==> config.mk <==
export PLATFORM = sky130hd
export DESIGN_NAME = calibrated_freq_to_dac_code
export DESIGN_NICKNAME = d
export VERILOG_FILES = /design/src/cfdc_pkg.sv /design/src/cfdc_ram.sv /design/src/cfdc_alu.sv /design/src/calibrated_freq_to_dac_code.sv
export SDC_FILE = /design/constraint.sdc
export NUM_CORES = 2
export LEC_CHECK = 0
export BUFFER_PORTS_ARGS = -buffer_cell sky130_fd_sc_hd__buf_2
export CORE_MARGIN = 4
export CORE_UTILIZATION = 64
export DETAILED_ROUTE_END_ITERATION = 10
export PLACE_DENSITY = 0.81
export SKIP_LAST_GASP = 1
export SLEW_MARGIN = 20
export SYNTH_ARGS = -nofsm -noshare
export SYNTH_HDL_FRONTEND = slang
export SYNTH_SLANG_ARGS = --single-unit
==> constraint.sdc <==
create_clock -name clk -period 10.75 [get_ports clk]
set_input_delay 1.6125 -clock clk [delete_from_list [all_inputs] [get_ports clk]]
set_output_delay 1.6125 -clock clk [all_outputs]
set_load 0.05 [all_outputs]
==> src/cfdc_pkg.sv <==
// ----------------------------------------------------------------------------
// cfdc_pkg: shared types and constants
// Item and result structs, table entry layout, register indexes, path codes
// and the request struct of the serial arithmetic unit.
// ----------------------------------------------------------------------------
`default_nettype none
package cfdc_pkg;

	localparam int TABLE_POINTS_DEF = 16;
	localparam logic [11:0] CODE_MAX = 12'hFFF;

	// command codes
	localparam logic CMD_LOAD   = 1'b0;
	localparam logic CMD_LOOKUP = 1'b1;

	// result path codes
	localparam logic [1:0] PATH_IDEAL  = 2'd0;
	localparam logic [1:0] PATH_BELOW  = 2'd1;
	localparam logic [1:0] PATH_INTERP = 2'd2;
	localparam logic [1:0] PATH_ABOVE  = 2'd3;

	// configuration register indexes
	localparam logic [2:0] REG_TABLE_VALID   = 3'd0;
	localparam logic [2:0] REG_POINTS_IN_USE = 3'd1;
	localparam logic [2:0] REG_IDEAL_SCALE   = 3'd2;
	localparam logic [2:0] REG_CODE_FLOOR    = 3'd3;
	localparam logic [2:0] REG_CODE_CEILING  = 3'd4;

	// arithmetic unit operations
	localparam logic OP_MUL = 1'b0;
	localparam logic OP_DIV = 1'b1;

	typedef struct packed {
		logic        cmd;
		logic [3:0]  point_index;
		logic [11:0] point_code;
		logic [27:0] point_freq;
		logic [17:0] point_correction;
		logic [27:0] target_freq;
	} in_item_t;

	typedef struct packed {
		logic [11:0] code_word;
		logic [1:0]  path_taken;
		logic        load_ack;
	} out_item_t;

	typedef struct packed {
		logic [11:0] code;
		logic [27:0] freq;
		logic [17:0] corr;
	} entry_t;

	typedef struct packed {
		logic       go;
		logic       op;
		logic [6:0] steps;
	} alu_req_t;

endpackage
`default_nettype wire

==> src/cfdc_ram.sv <==
// ----------------------------------------------------------------------------
// cfdc_ram: generic single-write, single-read RAM
// One write port and one read port; read data is registered.
// ----------------------------------------------------------------------------
`default_nettype none
module cfdc_ram #(
	parameter int WIDTH = 8,
	parameter int DEPTH = 16
) (
	input  wire logic                     clk,
	input  wire logic                     we,
	input  wire logic [$clog2(DEPTH)-1:0] waddr,
	input  wire logic [WIDTH-1:0]         wdata,
	input  wire logic [$clog2(DEPTH)-1:0] raddr,
	output logic      [WIDTH-1:0]         rdata
);
	logic [WIDTH-1:0] mem_q [DEPTH];

	// write and registered read
	always_ff @(posedge clk) begin
		if (we) begin
			mem_q[waddr] <= wdata;
		end
		rdata <= mem_q[raddr];
	end
endmodule
`default_nettype wire

==> src/cfdc_alu.sv <==
// ----------------------------------------------------------------------------
// cfdc_alu: bit-serial multiplier and restoring divider
// Multiply retires one multiplier bit a cycle (shift and add); divide
// retires one quotient bit a cycle (shift, compare, subtract).
// ----------------------------------------------------------------------------
`default_nettype none
module cfdc_alu (
	input  wire logic               clk,
	input  wire logic               arst_n,
	input  wire cfdc_pkg::alu_req_t req,
	input  wire logic [63:0]        opa,
	input  wire logic [63:0]        opb,
	output logic                    done,
	output logic [63:0]             res
);
	import cfdc_pkg::*;

	logic        busy_q;
	logic        done_q;
	logic [6:0]  cnt_q;
	logic        op_q;
	logic [63:0] acc_q;
	logic [63:0] a_q;
	logic [63:0] b_q;
	logic [63:0] trial;
	logic        ge;

	// trial subtraction for one quotient bit
	assign trial = {acc_q[62:0], a_q[63]};
	assign ge    = trial >= b_q;

	// step counter and completion strobe
	always_ff @(posedge clk or negedge arst_n) begin
		if (!arst_n) begin
			busy_q <= 1'b0;
			done_q <= 1'b0;
			cnt_q  <= '0;
		end else begin
			done_q <= 1'b0;
			if (req.go) begin
				busy_q <= 1'b1;
				cnt_q  <= req.steps;
			end else if (busy_q) begin
				cnt_q <= cnt_q - 7'd1;
				if (cnt_q == 7'd1) begin
					busy_q <= 1'b0;
					done_q <= 1'b1;
				end
			end
		end
	end

	// operand shift registers
	always_ff @(posedge clk) begin
		if (req.go) begin
			op_q  <= req.op;
			acc_q <= '0;
			a_q   <= opa;
			b_q   <= opb;
		end else if (busy_q) begin
			if (op_q == OP_MUL) begin
				if (b_q[0]) begin
					acc_q <= acc_q + a_q;
				end
				a_q <= {a_q[62:0], 1'b0};
				b_q <= {1'b0, b_q[63:1]};
			end else begin
				acc_q <= ge ? trial - b_q : trial;
				a_q   <= {a_q[62:0], ge};
			end
		end
	end

	assign done = done_q;
	assign res  = (op_q == OP_MUL) ? acc_q : a_q;
endmodule
`default_nettype wire

==> src/calibrated_freq_to_dac_code.sv <==
// ----------------------------------------------------------------------------
// calibrated_freq_to_dac_code: calibrated frequency to DAC code converter
// Loads calibration points into a table and turns target frequencies into
// corrected DAC codes by ideal scaling, end-point scaling or interpolation.
// ----------------------------------------------------------------------------
// Usage:
//   Present an item on "item" with start high; it is taken at an edge where
//   busy is low. A load (cmd 0) writes one table slot and returns its beat
//   on the next cycle. A lookup walks the table one entry read at a time
//   (first entry, last entry, then pairs), then runs its arithmetic on one
//   bit-serial unit at one bit per cycle: target x scale for the ideal
//   formula; code x correction, x target, then a divide for end points;
//   a divide, a multiply, target x scale and x correction to interpolate.
//   Each result beat is shown on "result" for one cycle with done high;
//   the receiver cannot stall it. A lookup holds busy high until its beat.
//   Configuration writes on cfg_valid are always taken (cfg_ready is high)
//   and belong to idle periods. Reset clears the registers to their
//   defaults; table slots hold nothing until loaded.
// ----------------------------------------------------------------------------
`default_nettype none
module calibrated_freq_to_dac_code #(
	parameter int TABLE_POINTS = cfdc_pkg::TABLE_POINTS_DEF
) (
	input  wire logic                 clk,
	input  wire logic                 arst_n,
	input  wire logic                 start,
	output logic                      busy,
	input  wire cfdc_pkg::in_item_t   item,
	output logic                      done,
	output cfdc_pkg::out_item_t       result,
	input  wire logic                 cfg_valid,
	output logic                      cfg_ready,
	input  wire logic [2:0]           cfg_index,
	input  wire logic [31:0]          cfg_data
);
	import cfdc_pkg::*;

	localparam int AW = $clog2(TABLE_POINTS);
	localparam logic [6:0] TP7 = 7'(TABLE_POINTS);

	localparam logic [3:0] ST_IDLE   = 4'd0;
	localparam logic [3:0] ST_RD0W   = 4'd1;
	localparam logic [3:0] ST_CHK0   = 4'd2;
	localparam logic [3:0] ST_RDLW   = 4'd3;
	localparam logic [3:0] ST_CHKL   = 4'd4;
	localparam logic [3:0] ST_RDWW   = 4'd5;
	localparam logic [3:0] ST_CHKW   = 4'd6;
	localparam logic [3:0] ST_SC_M1  = 4'd7;
	localparam logic [3:0] ST_SC_M2  = 4'd8;
	localparam logic [3:0] ST_SC_DIV = 4'd9;
	localparam logic [3:0] ST_IP_DIV = 4'd10;
	localparam logic [3:0] ST_IP_M1  = 4'd11;
	localparam logic [3:0] ST_IP_M2  = 4'd12;
	localparam logic [3:0] ST_IP_M3  = 4'd13;
	localparam logic [3:0] ST_ID_MUL = 4'd14;

	// configuration registers
	logic        valid_q;
	logic [4:0]  npts_q;
	logic [31:0] scale_q;
	logic [11:0] floor_q;
	logic [11:0] ceil_q;

	// control and datapath registers
	logic [3:0]  state_q;
	logic [AW:0] j_q;
	logic [AW:0] n_q;
	logic [27:0] t_q;
	logic [1:0]  path_q;
	entry_t      p_q;
	entry_t      s_q;
	logic [17:0] corr_q;
	logic        done_q;
	out_item_t   res_q;
	logic        go_q;
	logic        aop_q;
	logic [6:0]  steps_q;
	logic [63:0] opa_q;
	logic [63:0] opb_q;

	// combinational helpers
	logic        accept;
	logic        we;
	logic [6:0]  idx7;
	logic [6:0]  np7;
	logic [6:0]  n7;
	logic [AW:0] n_new;
	logic [$bits(entry_t)-1:0] rdata_raw;
	entry_t      rd;
	alu_req_t    alu_req;
	logic        alu_done;
	logic [63:0] alu_res;
	logic [63:0] rnd;
	logic [31:0] rnd_hi;
	logic [11:0] sat_code;
	logic [31:0] lo_clamp;
	logic [11:0] ip_code;
	logic [11:0] below_code;
	logic [11:0] above_code;
	logic [63:0] below_lo;
	logic [35:0] corr_wide;
	logic [35:0] corr_rnd;
	logic [17:0] cdiff;

	assign accept    = start && !busy;
	assign busy      = state_q != ST_IDLE;
	assign cfg_ready = 1'b1;
	assign done      = done_q;
	assign result    = res_q;

	// table slot write on a load beat
	assign idx7 = {3'b000, item.point_index};
	assign we   = accept && (item.cmd == CMD_LOAD) && (idx7 < TP7);

	// points in use, saturated to the table size
	assign np7   = {2'b00, npts_q};
	assign n7    = (np7 > TP7) ? TP7 : np7;
	assign n_new = n7[AW:0];

	cfdc_ram #(
		.WIDTH ($bits(entry_t)),
		.DEPTH (TABLE_POINTS)
	) u_table (
		.clk   (clk),
		.we    (we),
		.waddr (idx7[AW-1:0]),
		.wdata ({item.point_code, item.point_freq, item.point_correction}),
		.raddr (j_q[AW-1:0]),
		.rdata (rdata_raw)
	);
	assign rd = entry_t'(rdata_raw);

	assign alu_req = '{go: go_q, op: aop_q, steps: steps_q};

	cfdc_alu u_alu (
		.clk    (clk),
		.arst_n (arst_n),
		.req    (alu_req),
		.opa    (opa_q),
		.opb    (opb_q),
		.done   (alu_done),
		.res    (alu_res)
	);

	// round the top word half up and saturate for the ideal formula
	assign rnd      = alu_res + 64'h0000_0000_8000_0000;
	assign rnd_hi   = rnd[63:32];
	assign sat_code = (rnd_hi > 32'(CODE_MAX)) ? CODE_MAX : rnd_hi[11:0];

	// interpolated code: floor first, then ceiling
	assign lo_clamp = (rnd_hi < 32'(floor_q)) ? 32'(floor_q) : rnd_hi;
	assign ip_code  = (lo_clamp > 32'(ceil_q)) ? ceil_q : lo_clamp[11:0];

	// end-point codes from the quotient
	assign below_lo   = (alu_res < 64'(floor_q)) ? 64'(floor_q) : alu_res;
	assign below_code = (below_lo > 64'(CODE_MAX)) ? CODE_MAX : below_lo[11:0];
	assign above_code = (alu_res > 64'(ceil_q)) ? ceil_q : alu_res[11:0];

	// interpolated correction, rounded to Q2.16
	assign cdiff     = (s_q.corr >= p_q.corr) ? s_q.corr - p_q.corr : p_q.corr - s_q.corr;
	assign corr_wide = (s_q.corr >= p_q.corr)
		? {2'b00, p_q.corr, 16'h0000} + alu_res[35:0]
		: {2'b00, p_q.corr, 16'h0000} - alu_res[35:0];
	assign corr_rnd  = corr_wide + 36'h0_0000_8000;

	// configuration writes
	always_ff @(posedge clk or negedge arst_n) begin
		if (!arst_n) begin
			valid_q <= 1'b0;
			npts_q  <= '0;
			scale_q <= '0;
			floor_q <= 12'd1;
			ceil_q  <= CODE_MAX;
		end else if (cfg_valid && cfg_ready) begin
			unique case (cfg_index)
				REG_TABLE_VALID:   valid_q <= cfg_data[0];
				REG_POINTS_IN_USE: npts_q  <= cfg_data[4:0];
				REG_IDEAL_SCALE:   scale_q <= cfg_data;
				REG_CODE_FLOOR:    floor_q <= cfg_data[11:0];
				REG_CODE_CEILING:  ceil_q  <= cfg_data[11:0];
				default: ;
			endcase
		end
	end

	// sequencer: table walk and arithmetic launches
	always_ff @(posedge clk or negedge arst_n) begin
		if (!arst_n) begin
			state_q <= ST_IDLE;
			j_q     <= '0;
			n_q     <= '0;
			t_q     <= '0;
			path_q  <= PATH_IDEAL;
			p_q     <= '0;
			s_q     <= '0;
			corr_q  <= '0;
			done_q  <= 1'b0;
			res_q   <= '0;
			go_q    <= 1'b0;
			aop_q   <= OP_MUL;
			steps_q <= '0;
			opa_q   <= '0;
			opb_q   <= '0;
		end else begin
			done_q <= 1'b0;
			go_q   <= 1'b0;
			unique case (state_q)
				ST_IDLE: begin
					if (accept) begin
						if (item.cmd == CMD_LOAD) begin
							res_q  <= '{code_word: 12'd0, path_taken: PATH_IDEAL, load_ack: 1'b1};
							done_q <= 1'b1;
						end else begin
							t_q <= item.target_freq;
							n_q <= n_new;
							j_q <= '0;
							if (!valid_q || (n7 < 7'd2)) begin
								path_q  <= PATH_IDEAL;
								go_q    <= 1'b1;
								aop_q   <= OP_MUL;
								opa_q   <= 64'(item.target_freq);
								opb_q   <= 64'(scale_q);
								steps_q <= 7'd32;
								state_q <= ST_ID_MUL;
							end else begin
								state_q <= ST_RD0W;
							end
						end
					end
				end
				ST_RD0W: state_q <= ST_CHK0;
				ST_CHK0: begin
					p_q <= rd;
					s_q <= rd;
					if (t_q <= rd.freq) begin
						path_q <= PATH_BELOW;
						if (rd.freq == 28'd0) begin
							res_q   <= '{code_word: floor_q, path_taken: PATH_BELOW, load_ack: 1'b0};
							done_q  <= 1'b1;
							state_q <= ST_IDLE;
						end else begin
							go_q    <= 1'b1;
							aop_q   <= OP_MUL;
							opa_q   <= 64'(rd.code);
							opb_q   <= 64'(rd.corr);
							steps_q <= 7'd18;
							state_q <= ST_SC_M1;
						end
					end else begin
						j_q     <= n_q - 1'b1;
						state_q <= ST_RDLW;
					end
				end
				ST_RDLW: state_q <= ST_CHKL;
				ST_CHKL: begin
					s_q <= rd;
					if (t_q >= rd.freq) begin
						path_q <= PATH_ABOVE;
						if (rd.freq == 28'd0) begin
							res_q   <= '{code_word: 12'd0, path_taken: PATH_ABOVE, load_ack: 1'b0};
							done_q  <= 1'b1;
							state_q <= ST_IDLE;
						end else begin
							go_q    <= 1'b1;
							aop_q   <= OP_MUL;
							opa_q   <= 64'(rd.code);
							opb_q   <= 64'(rd.corr);
							steps_q <= 7'd18;
							state_q <= ST_SC_M1;
						end
					end else begin
						j_q     <= {{AW{1'b0}}, 1'b1};
						state_q <= ST_RDWW;
					end
				end
				ST_RDWW: state_q <= ST_CHKW;
				ST_CHKW: begin
					if ((t_q >= p_q.freq) && (t_q <= rd.freq)) begin
						// bracketing pair found: fraction first
						s_q     <= rd;
						path_q  <= PATH_INTERP;
						go_q    <= 1'b1;
						if (rd.freq == p_q.freq) begin
							aop_q   <= OP_MUL;
							opa_q   <= '0;
							opb_q   <= '0;
							steps_q <= 7'd18;
							state_q <= ST_IP_M1;
						end else begin
							aop_q   <= OP_DIV;
							opa_q   <= {20'd0, t_q - p_q.freq, 16'd0};
							opb_q   <= {36'd0, rd.freq - p_q.freq};
							steps_q <= 7'd64;
							state_q <= ST_IP_DIV;
						end
					end else begin
						p_q <= rd;
						if (j_q == n_q - 1'b1) begin
							// no pair brackets the target
							path_q  <= PATH_IDEAL;
							go_q    <= 1'b1;
							aop_q   <= OP_MUL;
							opa_q   <= 64'(t_q);
							opb_q   <= 64'(scale_q);
							steps_q <= 7'd32;
							state_q <= ST_ID_MUL;
						end else begin
							j_q     <= j_q + 1'b1;
							state_q <= ST_RDWW;
						end
					end
				end
				ST_SC_M1: begin
					if (alu_done) begin
						go_q    <= 1'b1;
						aop_q   <= OP_MUL;
						opa_q   <= alu_res;
						opb_q   <= 64'(t_q);
						steps_q <= 7'd28;
						state_q <= ST_SC_M2;
					end
				end
				ST_SC_M2: begin
					if (alu_done) begin
						go_q    <= 1'b1;
						aop_q   <= OP_DIV;
						opa_q   <= alu_res + {21'd0, s_q.freq, 15'd0};
						opb_q   <= {20'd0, s_q.freq, 16'd0};
						steps_q <= 7'd64;
						state_q <= ST_SC_DIV;
					end
				end
				ST_SC_DIV: begin
					if (alu_done) begin
						res_q <= '{
							code_word: (path_q == PATH_BELOW) ? below_code : above_code,
							path_taken: path_q, load_ack: 1'b0};
						done_q  <= 1'b1;
						state_q <= ST_IDLE;
					end
				end
				ST_IP_DIV: begin
					if (alu_done) begin
						go_q    <= 1'b1;
						aop_q   <= OP_MUL;
						opa_q   <= alu_res;
						opb_q   <= 64'(cdiff);
						steps_q <= 7'd18;
						state_q <= ST_IP_M1;
					end
				end
				ST_IP_M1: begin
					if (alu_done) begin
						corr_q  <= corr_rnd[33:16];
						go_q    <= 1'b1;
						aop_q   <= OP_MUL;
						opa_q   <= 64'(t_q);
						opb_q   <= 64'(scale_q);
						steps_q <= 7'd32;
						state_q <= ST_IP_M2;
					end
				end
				ST_IP_M2: begin
					if (alu_done) begin
						go_q    <= 1'b1;
						aop_q   <= OP_MUL;
						opa_q   <= {16'd0, alu_res[63:16]};
						opb_q   <= 64'(corr_q);
						steps_q <= 7'd18;
						state_q <= ST_IP_M3;
					end
				end
				ST_IP_M3: begin
					if (alu_done) begin
						res_q   <= '{code_word: ip_code, path_taken: PATH_INTERP, load_ack: 1'b0};
						done_q  <= 1'b1;
						state_q <= ST_IDLE;
					end
				end
				ST_ID_MUL: begin
					if (alu_done) begin
						res_q   <= '{code_word: sat_code, path_taken: PATH_IDEAL, load_ack: 1'b0};
						done_q  <= 1'b1;
						state_q <= ST_IDLE;
					end
				end
				default: state_q <= ST_IDLE;
			endcase
		end
	end
endmodule
`default_nettype wire
==> summary.md <==
| Metric | Value |
|---|---|
| Synth Flop Type | edfxtp_1 |
| Max Fclk | 122 MHz |
| Post-DP HPWL | 187 mm |
| Number of global-route vias before repair | 60,000 |
| Clock Pin Slew Worst Setup and Hold Paths | 60 ps |
| DIE HEIGHT | 360 um |
| Clk_skew | 41.5 ps |
| Pin count of the biggest net entering global routing | 151 |
| Slowest stage delay, CP | 680 ps |
| TritonCTS clock tree | done |
| Worst VDD drop | 0.312 mV |
| DRC | 0 |
| Max-cap viol count | 0 |
| Crit-path slowest cell | buf_4 |
| Yosys reg bits | about 1,500 |
| Ports | 148 |
| Hold Path Class | flip-flop to flip-flop |
| Synthesis-to-layout area growth | 9.69% |
| Most frequent cell after synthesis | edfxtp_1 |
| Synth area leaders | edfxtp_1 39%, dfrtp_1 11%, ha_1 5.3% |
| Most common cell on crit path | o21ai_0 |
| Run status | finished, final reports clean |
| CTS H-Tree Depth | 4 |
| P_leak | approximately 33 nW |
| CP arrival | between 8000 and 9000 ps |
| FILL cells | 8,223 |
| EDFF count, synth | ~1,000 |
| Global-route wire length before repair | ~410 mm |
| Total GRT Usage | 0.422 |
| Relative max-transition margin | 0.135 |
| Total CTS buffers | 151 |
| Global route overflow | 0 |
| DRT iter0 DRCs | 9,606 |
| Synth warnings | 0 |
| Routed vias | around 62,000 |
| Avg WL per Cell | 32.1 um |
| Actual slew at the worst max-slew pin | 1290 ps |
| CTS Hold Bufs | 0 |
| Syn Inst Count | 6,925 |
| CP Capture Type | flip-flop |
| Core area | 123,000 um^2 |
| Synth Cell Area | 79,400 um^2 |
| Die area | 130,000 um^2 |
| Mapped Nets | about 7,400 |
| WS Path Type | flip-flop to flip-flop |
| Number of vias per cell | 7.14 |
| Top cells by instance count after synthesis | 1,037 x edfxtp_1, 675 x nand2_1, 535 x o21ai_0 |
| Yosys top cell area share | 0.392 |
| Die W | about 360 um |
| RSZ-0062 raised after global routing | false |
| Post-DRT Antenna Nets | 0 |
| Share of layout cells above drive strength 1 | 0.133 |
| Std cell rows | around 130 |
| Quantity of I/O buffers inserted on ports | around 150 |
| Ys async rst share | 0.235 |
| Clk buf depth | 3 |
| Starting Density | 0.648 |
| Slew Viols, Final | 0 |
| Setup violations, final | 0 |
| CP required | approximately 11,000 ps |
| Post-Route Setup TNS | 0 ps |
| Drt first pass iters | 8 |
| Final period util | 0.763 |
| Final Hold Fails | 0 |
| Clock root cell | clkbuf_16 |
| Crit-path max FO | 75 |
| PD cells | 365 nW/um^2 |
| Tmin final | 8200 ps |
| Routed wire length | 280 mm |
| Initial antenna violation count | 21 |
| Post-CTS Resized | 0 |
| Seq/Total Area, Yosys | 0.536 |
| Gpl congestion | 1.01 |
| # nets final | around 7,400 |
| Avg Synthesized Cell Area | 11.5 um^2 |
| Post-CTS setup buffers | 0 |
| Cell accounting for the most synthesized area | edfxtp_1 |
| Clock Sink Count | between 1,500 and 2,000 |
| Clk Latency, worst-skew pair | 810 ps |
| Post-synth cell types | 95 |
| CP Launch Type | flip-flop |
| Total Power | between 0.03 and 0.04 W |
sequential cells by signal, indices dropped and copies added (netlist names), 44 cells and up:
signal	cells
u_table.mem_q	928
opa_q	64
u_alu.a_q	64
u_alu.acc_q	64
u_table.rdata	58
p_q	46
s_q	46
opb_q	44
u_alu.b_q	44
worst max-delay path, delay by kind of cell (launching register included):
family	cells	cell delay, ps
muxes	1	370
xor gates and xnor gates	1	420
AOI/OAI and AO/OA	14	2760
and+or+nand+nor	6	2220
adders and majority gates	3	1000
DFF	1	350
buffers and inverters	2	910
cell usage in the layout, fill, tap and decap left out, drive strengths merged, types with 150 or more instances in the layout:
| master | count |
|---|---|
| a21oi | 441 |
| a21o | 150 |
| nor2 | 366 |
| dfrtp | 343 |
| clkbuf | 199 |
| inv | 287 |
| mux2i | 269 |
| edfxtp | 1037 |
| buf | 256 |
| nand2 | 675 |
| mux2 | 240 |
| xnor2 | 171 |
| ha | 339 |
| o21ai | 539 |
cell families (layout without fill, tap and decap cells):
kind of cell | Yosys count | count (layout) | share of synthesized area
muxes | 625 | 625 | 0.101
xor gates and xnor gates | 264 | 264 | 0.0291
adders and majority gates | 347 | 347 | 0.0555
buffers and inverters | 648 | 819 | 0.0313
DFF | 1515 | 1515 | 0.536
AOI/OAI and AO/OA | 1880 | 1880 | 0.152
other | 1 | 13 | 0.0000473
and+or+nand+nor | 1645 | 1645 | 0.0955
report_power, final:
| part | leakage, nW | switching [W] | total [W] | internal [W] |
|---|---|---|---|---|
| Combinational | 15.6 | 0.0108 | 0.0170 | 0.00622 |
| Sequential | 14.9 | 0.00175 | 0.00920 | 0.00745 |
| Clock | 2.50 | 0.00246 | 0.00561 | 0.00315 |
layer usage:
metal	vias to the layer above	track usage	part of all wire
li1	26200	-	-
met1	30300	0.548	0.36
met2	4783	0.659	0.45
met3	1046	0.104	0.12
met4	24	0.227	0.065
met5	-	0	0.00061
per-stage QoR:
step	util	hold slack, ps	cells	setup slack (ps)	area, um^2
after global routing	0.710	489	8724	1970	87000
after global placement	0.668	445	8438	2830	81800
after floorplan	-	425	6925	3030	79400
final	0.710	469	8733	2550	87000
after CTS	0.710	469	8721	2660	87000
after detailed placement	0.668	456	8438	2710	81800
cell type report:
cell class	instances	area, um^2	area share
timing repair buffer	256	1620	0.0186
tap	1625	2030	0.0234
clock buffer	199	4140	0.0476
multi-input combinational	4762	34600	0.397
antenna	12	30.0	0.000345
clock inverter	84	1050	0.0121
inverter	280	1050	0.0121
sequential	1515	42500	0.489
path summary, 6_finish.rpt:
check,end,slack [ps],from,depth (start not counted)
setup / recovery,result[11]$_DFFE_PN0P_,2550,u_alu.op_q$_DFFE_PP_,27
hold / removal,opb_q[32]$_DFFE_PN0P_,470,opb_q[32]$_DFFE_PN0P_,2
setup reg to reg,result[11]$_DFFE_PN0P_,2550,u_alu.op_q$_DFFE_PP_,27
hold reg to reg,opb_q[32]$_DFFE_PN0P_,470,opb_q[32]$_DFFE_PN0P_,2
max in group asynchronous,go_q$_DFF_PN0_,8370,arst_n,2
min in group asynchronous,n_q[0]$_DFFE_PN0P_,800,arst_n,1
Note: power is estimated with default switching activity, not from simulation.
